**src/hw/rtl/ytm_pkg.sv**
```systemverilog
package ytm_pkg;

    // Widths fixed by the sample format and the register map.
    localparam int SAMPLE_W    = 8;
    localparam int KEY_W       = 24;
    localparam int COUNT_W     = 3;
    localparam int CFG_INDEX_W = 3;
    localparam int CFG_DATA_W  = 24;

    // Number of key slots that have a configuration register.
    localparam int KEY_SLOT_REGS = 4;

    // Register indexes.
    localparam logic [CFG_INDEX_W-1:0] REG_TOLERANCE   = 3'd0;
    localparam logic [CFG_INDEX_W-1:0] REG_COLOR_COUNT = 3'd1;
    localparam logic [CFG_INDEX_W-1:0] REG_KEY_A       = 3'd2;
    localparam logic [CFG_INDEX_W-1:0] REG_KEY_B       = 3'd3;
    localparam logic [CFG_INDEX_W-1:0] REG_KEY_C       = 3'd4;
    localparam logic [CFG_INDEX_W-1:0] REG_KEY_D       = 3'd5;

    // Reset values and mask levels.
    localparam logic [SAMPLE_W-1:0] TOL_RESET = 8'd10;
    localparam logic [SAMPLE_W-1:0] MASK_ON   = 8'd255;
    localparam logic [SAMPLE_W-1:0] MASK_OFF  = 8'd0;

    // One key colour, split into its channels.
    typedef struct packed {
        logic [SAMPLE_W-1:0] y;
        logic [SAMPLE_W-1:0] cb;
        logic [SAMPLE_W-1:0] cr;
    } key_t;

    // A pixel travelling down the chain with its running channel hits.
    typedef struct packed {
        logic [SAMPLE_W-1:0] y;
        logic [SAMPLE_W-1:0] cb;
        logic [SAMPLE_W-1:0] cr;
        logic                hit_y;
        logic                hit_cb;
        logic                hit_cr;
    } pix_t;

    // Absolute difference of two samples.
    function automatic logic [SAMPLE_W-1:0] abs_diff(
        input logic [SAMPLE_W-1:0] a,
        input logic [SAMPLE_W-1:0] b
    );
        abs_diff = (a > b) ? (a - b) : (b - a);
    endfunction

endpackage

```
**src/hw/rtl/ytm_cell.sv**
```systemverilog
module ytm_cell (
    input  logic                         clk,
    input  logic                         rst_n,
    input  logic                         up_valid,
    input  ytm_pkg::pix_t                up_data,
    output logic                         up_ready,
    output logic                         down_valid,
    output ytm_pkg::pix_t                down_data,
    input  logic                         down_ready,
    input  ytm_pkg::key_t                key,
    input  logic                         enable,
    input  logic [ytm_pkg::SAMPLE_W-1:0] tol,
    input  logic [ytm_pkg::SAMPLE_W-1:0] half_tol
);

    logic          valid_reg;
    logic          valid_next;
    ytm_pkg::pix_t data_reg;
    ytm_pkg::pix_t data_next;
    ytm_pkg::pix_t data_calc;

    // The cell takes a beat when it is empty or its own beat moves on.
    assign up_ready = !valid_reg || down_ready;

    // Compare the pixel with this cell's key and fold the hits in.
    always_comb
    begin
        data_calc        = up_data;
        data_calc.hit_y  = up_data.hit_y ||
            (enable && (ytm_pkg::abs_diff(up_data.y, key.y) < tol));
        data_calc.hit_cb = up_data.hit_cb ||
            (enable && (ytm_pkg::abs_diff(up_data.cb, key.cb) < half_tol));
        data_calc.hit_cr = up_data.hit_cr ||
            (enable && (ytm_pkg::abs_diff(up_data.cr, key.cr) < half_tol));
    end

    // Stage load.
    always_comb
    begin
        valid_next = valid_reg;
        data_next  = data_reg;
        if (up_ready)
        begin
            valid_next = up_valid;
            data_next  = data_calc;
        end
    end

    always_ff @(posedge clk or negedge rst_n)
    begin
        if (!rst_n)
        begin
            valid_reg <= 1'b0;
        end
        else
        begin
            valid_reg <= valid_next;
        end
    end

    always_ff @(posedge clk)
    begin
        data_reg <= data_next;
    end

    assign down_valid = valid_reg;
    assign down_data  = data_reg;

endmodule

```
**src/hw/rtl/yuv_color_tolerance_mask.sv**
```systemverilog
// Channel  Direction  Handshake              Payload
// in       sink       in_valid / in_stall    luma, chroma_blue, chroma_red
// out      source     out_valid / out_stall  mask
// cfg      sink       cfg_valid / cfg_ready  cfg_index, cfg_data
//
// One pixel per clock is accepted while in_stall is low; each pixel passes one cell per
// key slot, each cell registering it, before its mask can be taken.
// The rate is set by the chain of compare cells, each a single register stage.
// Reset clears all stages and loads tolerance 10, colour count 0, keys 0.
// A stall on the output holds the last stage; earlier empty stages still fill.
module yuv_color_tolerance_mask #(
    parameter int MAX_COLORS = 4
) (
    input  logic                            clk,
    input  logic                            rst_n,
    input  logic                            in_valid,
    output logic                            in_stall,
    input  logic [ytm_pkg::SAMPLE_W-1:0]    luma,
    input  logic [ytm_pkg::SAMPLE_W-1:0]    chroma_blue,
    input  logic [ytm_pkg::SAMPLE_W-1:0]    chroma_red,
    output logic                            out_valid,
    input  logic                            out_stall,
    output logic [ytm_pkg::SAMPLE_W-1:0]    mask,
    input  logic                            cfg_valid,
    output logic                            cfg_ready,
    input  logic [ytm_pkg::CFG_INDEX_W-1:0] cfg_index,
    input  logic [ytm_pkg::CFG_DATA_W-1:0]  cfg_data
);

    logic [ytm_pkg::SAMPLE_W-1:0] tol_reg;
    logic [ytm_pkg::SAMPLE_W-1:0] tol_next;
    logic [ytm_pkg::COUNT_W-1:0]  count_reg;
    logic [ytm_pkg::COUNT_W-1:0]  count_next;
    logic [ytm_pkg::KEY_W-1:0]    key_reg  [MAX_COLORS];
    logic [ytm_pkg::KEY_W-1:0]    key_next [MAX_COLORS];
    logic [ytm_pkg::SAMPLE_W-1:0] half_tol;
    logic                         cfg_we;

    logic                         chain_valid [MAX_COLORS+1];
    logic                         chain_ready [MAX_COLORS+1];
    ytm_pkg::pix_t                chain_data  [MAX_COLORS+1];

    // Configuration writes are always taken.
    assign cfg_ready = 1'b1;
    assign cfg_we    = cfg_valid && cfg_ready;

    always_comb
    begin
        tol_next   = tol_reg;
        count_next = count_reg;
        if (cfg_we && (cfg_index == ytm_pkg::REG_TOLERANCE))
        begin
            tol_next = cfg_data[ytm_pkg::SAMPLE_W-1:0];
        end
        if (cfg_we && (cfg_index == ytm_pkg::REG_COLOR_COUNT))
        begin
            count_next = cfg_data[ytm_pkg::COUNT_W-1:0];
        end
    end

    always_ff @(posedge clk or negedge rst_n)
    begin
        if (!rst_n)
        begin
            tol_reg   <= ytm_pkg::TOL_RESET;
            count_reg <= '0;
        end
        else
        begin
            tol_reg   <= tol_next;
            count_reg <= count_next;
        end
    end

    assign half_tol = tol_reg >> 1;

    // Key slots; those without a register keep the colour zero.
    for (genvar i = 0; i < MAX_COLORS; i++)
    begin : g_key
        if (i < ytm_pkg::KEY_SLOT_REGS)
        begin : g_wr
            always_comb
            begin
                key_next[i] = key_reg[i];
                if (cfg_we && (cfg_index ==
                    ytm_pkg::CFG_INDEX_W'(int'(ytm_pkg::REG_KEY_A) + i)))
                begin
                    key_next[i] = cfg_data[ytm_pkg::KEY_W-1:0];
                end
            end
        end
        else
        begin : g_fixed
            assign key_next[i] = '0;
        end

        always_ff @(posedge clk or negedge rst_n)
        begin
            if (!rst_n)
            begin
                key_reg[i] <= '0;
            end
            else
            begin
                key_reg[i] <= key_next[i];
            end
        end
    end

    // Head of the chain: the pixel enters with no hits.
    assign chain_valid[0]       = in_valid;
    assign chain_data[0].y      = luma;
    assign chain_data[0].cb     = chroma_blue;
    assign chain_data[0].cr     = chroma_red;
    assign chain_data[0].hit_y  = 1'b0;
    assign chain_data[0].hit_cb = 1'b0;
    assign chain_data[0].hit_cr = 1'b0;
    assign in_stall             = !chain_ready[0];

    // One compare cell per key slot.
    for (genvar i = 0; i < MAX_COLORS; i++)
    begin : g_cell
        ytm_cell u_cell (
            .clk        (clk),
            .rst_n      (rst_n),
            .up_valid   (chain_valid[i]),
            .up_data    (chain_data[i]),
            .up_ready   (chain_ready[i]),
            .down_valid (chain_valid[i+1]),
            .down_data  (chain_data[i+1]),
            .down_ready (chain_ready[i+1]),
            .key        (ytm_pkg::key_t'(key_reg[i])),
            .enable     (int'(count_reg) > i),
            .tol        (tol_reg),
            .half_tol   (half_tol)
        );
    end

    // Tail of the chain drives the result port.
    assign chain_ready[MAX_COLORS] = !out_stall;
    assign out_valid = chain_valid[MAX_COLORS];
    assign mask = (chain_data[MAX_COLORS].hit_y && chain_data[MAX_COLORS].hit_cb &&
                   chain_data[MAX_COLORS].hit_cr) ? ytm_pkg::MASK_ON : ytm_pkg::MASK_OFF;

endmodule

```
**config.mk**
```make
export PLATFORM = sky130hd
export DESIGN_NAME = yuv_color_tolerance_mask
export DESIGN_NICKNAME = d
export VERILOG_FILES = /design/src/hw/rtl/ytm_pkg.sv /design/src/hw/rtl/ytm_cell.sv /design/src/hw/rtl/yuv_color_tolerance_mask.sv
export SDC_FILE = /design/constraint.sdc
export NUM_CORES = 1
export LEC_CHECK = 0
export BUFFER_PORTS_ARGS = -buffer_cell sky130_fd_sc_hd__buf_2
export CAP_MARGIN = 20
export CORE_MARGIN = 1.5
export CORE_UTILIZATION = 35
export CTS_CLUSTER_SIZE = 20
export DETAILED_ROUTE_END_ITERATION = 12
export GPL_TIMING_DRIVEN = 1
export PLACE_DENSITY = 0.47
export SLEW_MARGIN = 40
export SYNTH_ARGS = -nofsm -noshare
export SYNTH_HDL_FRONTEND = slang
export SYNTH_SLANG_ARGS = --single-unit
```
**constraint.sdc**
```tcl
create_clock -name clk -period 4.75 [get_ports clk]
set_clock_uncertainty 0.1 [all_clocks]
set_input_delay 0.475 -clock clk [delete_from_list [all_inputs] [get_ports clk]]
set_output_delay 0.475 -clock clk [all_outputs]
set_load 0.03 [all_outputs]
```
==> metrics.md <==
| Metric | Value |
|---|---|
| Status | finished with violations |
| Failing checks | negative hold slack |
| Simple-gate area share of the yosys netlist | 0.0686 |
| Share of layout cells above drive strength 1 | 0.140 |
| Main area contributors after synthesis | ha_1 (20%), dfrtp_1 (17%), edfxtp_1 (16%) |
| Total routing usage reported by global routing | 0.177 |
| Clock Latency Late Sink | 460 ps |
| Peak Freq | 230 MHz |
| Synth top area share | 0.200 |
| Drt via density | 4.96 |
| Core Region | 45,300 um^2 |
| Synthesis-to-finish area growth | 9.89% |
| Number of global-route vias before repair | 11,513 |
| Fin. Hold Viols | 8 |
| Kind of critical path | reg2reg |
| Synth Flop Type | dfrtp_1 |
| Iteration-0 DRC Markers | 546 |
| Worst path max stage delay | 460 ps |
| Critical path buffer and inverter count | 2 |
| Post-Synth Adder-Cell Area | 0.230 |
| Synth async-reset ratio | 0.569 |
| Tot Pwr | 8.38 mW |
| Largest net degree at the start of global routing | 112 |
| Synth Net Count | 1,933 |
| TritonCTS Buffers | 17 |
| Io pins | 67 |
| Crit-path cells | inv_1 -> ha_1 -> inv_1 -> fa_1 -> a21o_1 -> a21oi_1 -> nor2_1 -> o31a_2 -> mux2_4 -> a221oi_2 -> xnor2_1 -> ha_1 -> nand3_1 -> nor3_1 -> nor2_1 -> nand2_1 -> o21bai_1 -> or3b_2 |
| Antenna violations before repair | 1 |
| Worst Reg-to-Reg Cells | 18 |
| WL per Instance | 17.8 um |
| Leak | 8.43 nW |
| Min-delay worst type | in2async |
| Global route total overflow | 0 |
| Synth Area in XOR/XNOR | 0.0388 |
| Initial Utilization | 0.354 |
| Startpoint Class | register |
| Post-CTS setup buffer count | 0 |
| Post-CTS sizing | 0 |
| Antenna-violating nets left | 0 |
| CTS tree | built |
| Via count | 11,253 |
| Cell Area, Synth | 16,000 um^2 |
| CTS Root Cell | clkbuf_16 |
| Top-count cell post-synth | ha_1 |
| Total die area | 47,000 um^2 |
| Compound-Gate Fraction of Synth Area | 0.168 |
| Avg Cell Area, Syn | 10.0 um^2 |
| CTS Sinks | 195 |
| Max-slew violations | 0 |
| Max-slew headroom | 0.442 |
| Chip Width | 217 um |
| Htree depth | 4 |
| Mux share of post-synthesis cell area | 0.0920 |
| Nets | 1,989 |
| Post-Route WL | 40.3 mm |
| Max reg flops | 96 |
| Clk pin slew, worst setup/hold paths | 70 ps |
| Synth area leader | ha_1 |
| PD cells | 476 nW/um^2 |
| Fin crit share | 0.916 |
| Port bufs | 65 |
| CP delay by family, top | compound AO/OA/AOI/OAI gates |
| Synthesized instance count | 1,597 |
| FF+latch count, synth | 195 |
| Main combinational cell family by area after synthesis | adder cells |
| Buffer depth of the longest clock path | 2 |
| Worst hold slack | -17.4 ps |
| Post-synthesis cell type count | 69 |
| Setup crit end kind | register |
| Worst VDD drop | 0.275 mV |
| TNS Setup | 0 ps |
| DRT Pass-1 Iters | 5 |
| Worst Path Arrival | 4450 ps |
| Post-synth top cells | ha_1 (256), inv_1 (247), dfrtp_1 (109) |
| CP max-delay cell | or3b_2 |
| Worst Tran Pin Value | 836 ps |
| Finish-stage setup viols | 0 |
| Hold buffer count at cts | 0 |
| Worst Path Required | 4850 ps |
| # Max-Cap Violations | 0 |
| Core Util, Final | 0.388 |
| Sequential element share of the synthesized area | 0.331 |
| Filler instances | 4,564 |
| EDFF count, synth | 84 |
| Drt drc | 0 |
| Final Critical Period | 4350 ps |
| First-pass GRT wire length | 64.4 mm |
| Row count | 78 |
| Crit path max fanout | 6 |
| Gpl congestion | 0.870 |
| Synth Warn # | 0 |
| DP Wirelength | 31.1 mm |
| Stages on worst setup path | 18 |
| RSZ-0062 raised after global routing | false |
| Die H | 217 um |
## power by group
part           switching (mW)  internal (mW)
Sequential              0.254           2.14
Clock                   0.723          0.686
Combinational            2.48           2.09
## cells by family after synthesis
logic type               count (synthesis)
multiplexers                           136
other                                    1
AND/OR/NAND/NOR                        226
XOR/XNOR                                71
adder cells (fa/ha/maj)                280
buffers and inverters                  290
AO/OA/AOI/OAI                          398
flip-flops                             195
## final timing paths
path / start / end / slack (ps)
min in group clk: luma[0] / g_cell[0].u_cell.down_data[19]$_DFFE_PN_ / 130
hold reg to reg: g_cell[2].u_cell.down_valid$_DFFE_PN0P_ / g_cell[3].u_cell.down_valid$_DFFE_PN0P_ / 360
setup / recovery: g_cell[1].u_cell.down_data[11]$_DFFE_PP_ / g_cell[2].u_cell.down_data[1]$_DFFE_PP_ / 400
max in group asynchronous: rst_n / key_reg[6]$_DFFE_PN0P_ / 3990
hold / removal: rst_n / key_reg[17]$_DFFE_PN0P_ / -20
setup reg to reg: g_cell[1].u_cell.down_data[11]$_DFFE_PP_ / g_cell[2].u_cell.down_data[1]$_DFFE_PP_ / 400
## worst reg2reg max path: cells and delay by family (launching register included)
family | cells | cell delay, ps
AND/OR/NAND/NOR | 6 | 1040
buffers and inverters | 2 | 140
multiplexers | 1 | 340
adder cells (fa/ha/maj) | 3 | 820
AO/OA/AOI/OAI | 5 | 1140
XOR/XNOR | 1 | 100
flip-flops | 1 | 410
## per-stage QoR
stage          std cells  hold slack [ps]  cell area (um^2)  worst slack [ps]
2_1_floorplan       1597             79.4             16000               629
3_3_place_gp        2233              342             17000               460
3_5_place_dp        2233              342             17000               419
4_1_cts             2265             39.4             17600               398
5_1_grt             2267             46.6             17600               145
6_report            2267            -17.4             17600               398
## layout by cell type, fill, tap and decap left out, types with 53 or more instances in the layout
cell type	n
buf_2	64
o21ai_0	98
edfxtp_1	84
mux2_2	81
a21oi_1	83
inv_1	245
mux2i_1	53
dfrtp_1	109
a21o_1	56
nand2_1	99
ha_1	256
## metal layers
| metal | GRT usage | vias up | wire length (um) |
|---|---|---|---|
| li1 | - | 5692 | - |
| met1 | 0.253 | 5423 | 20800 |
| met2 | 0.280 | 110 | 18100 |
| met3 | 0.0224 | 28 | 791 |
| met4 | 0.0507 | 0 | 684 |
| met5 | 0 | - | 0 |
## final cells by class
cell class / instances / area, um^2 / area share
clock buffer: 17 / 425 / 0.0242
timing repair buffer: 80 / 460 / 0.0262
tap: 600 / 751 / 0.0427
antenna: 1 / 2.50 / 0.000142
sequential: 195 / 5300 / 0.301
inverter: 247 / 927 / 0.0527
multi-input combinational: 1112 / 9600 / 0.546
clock inverter: 15 / 126 / 0.00718
(Power assumes the default switching activity.)
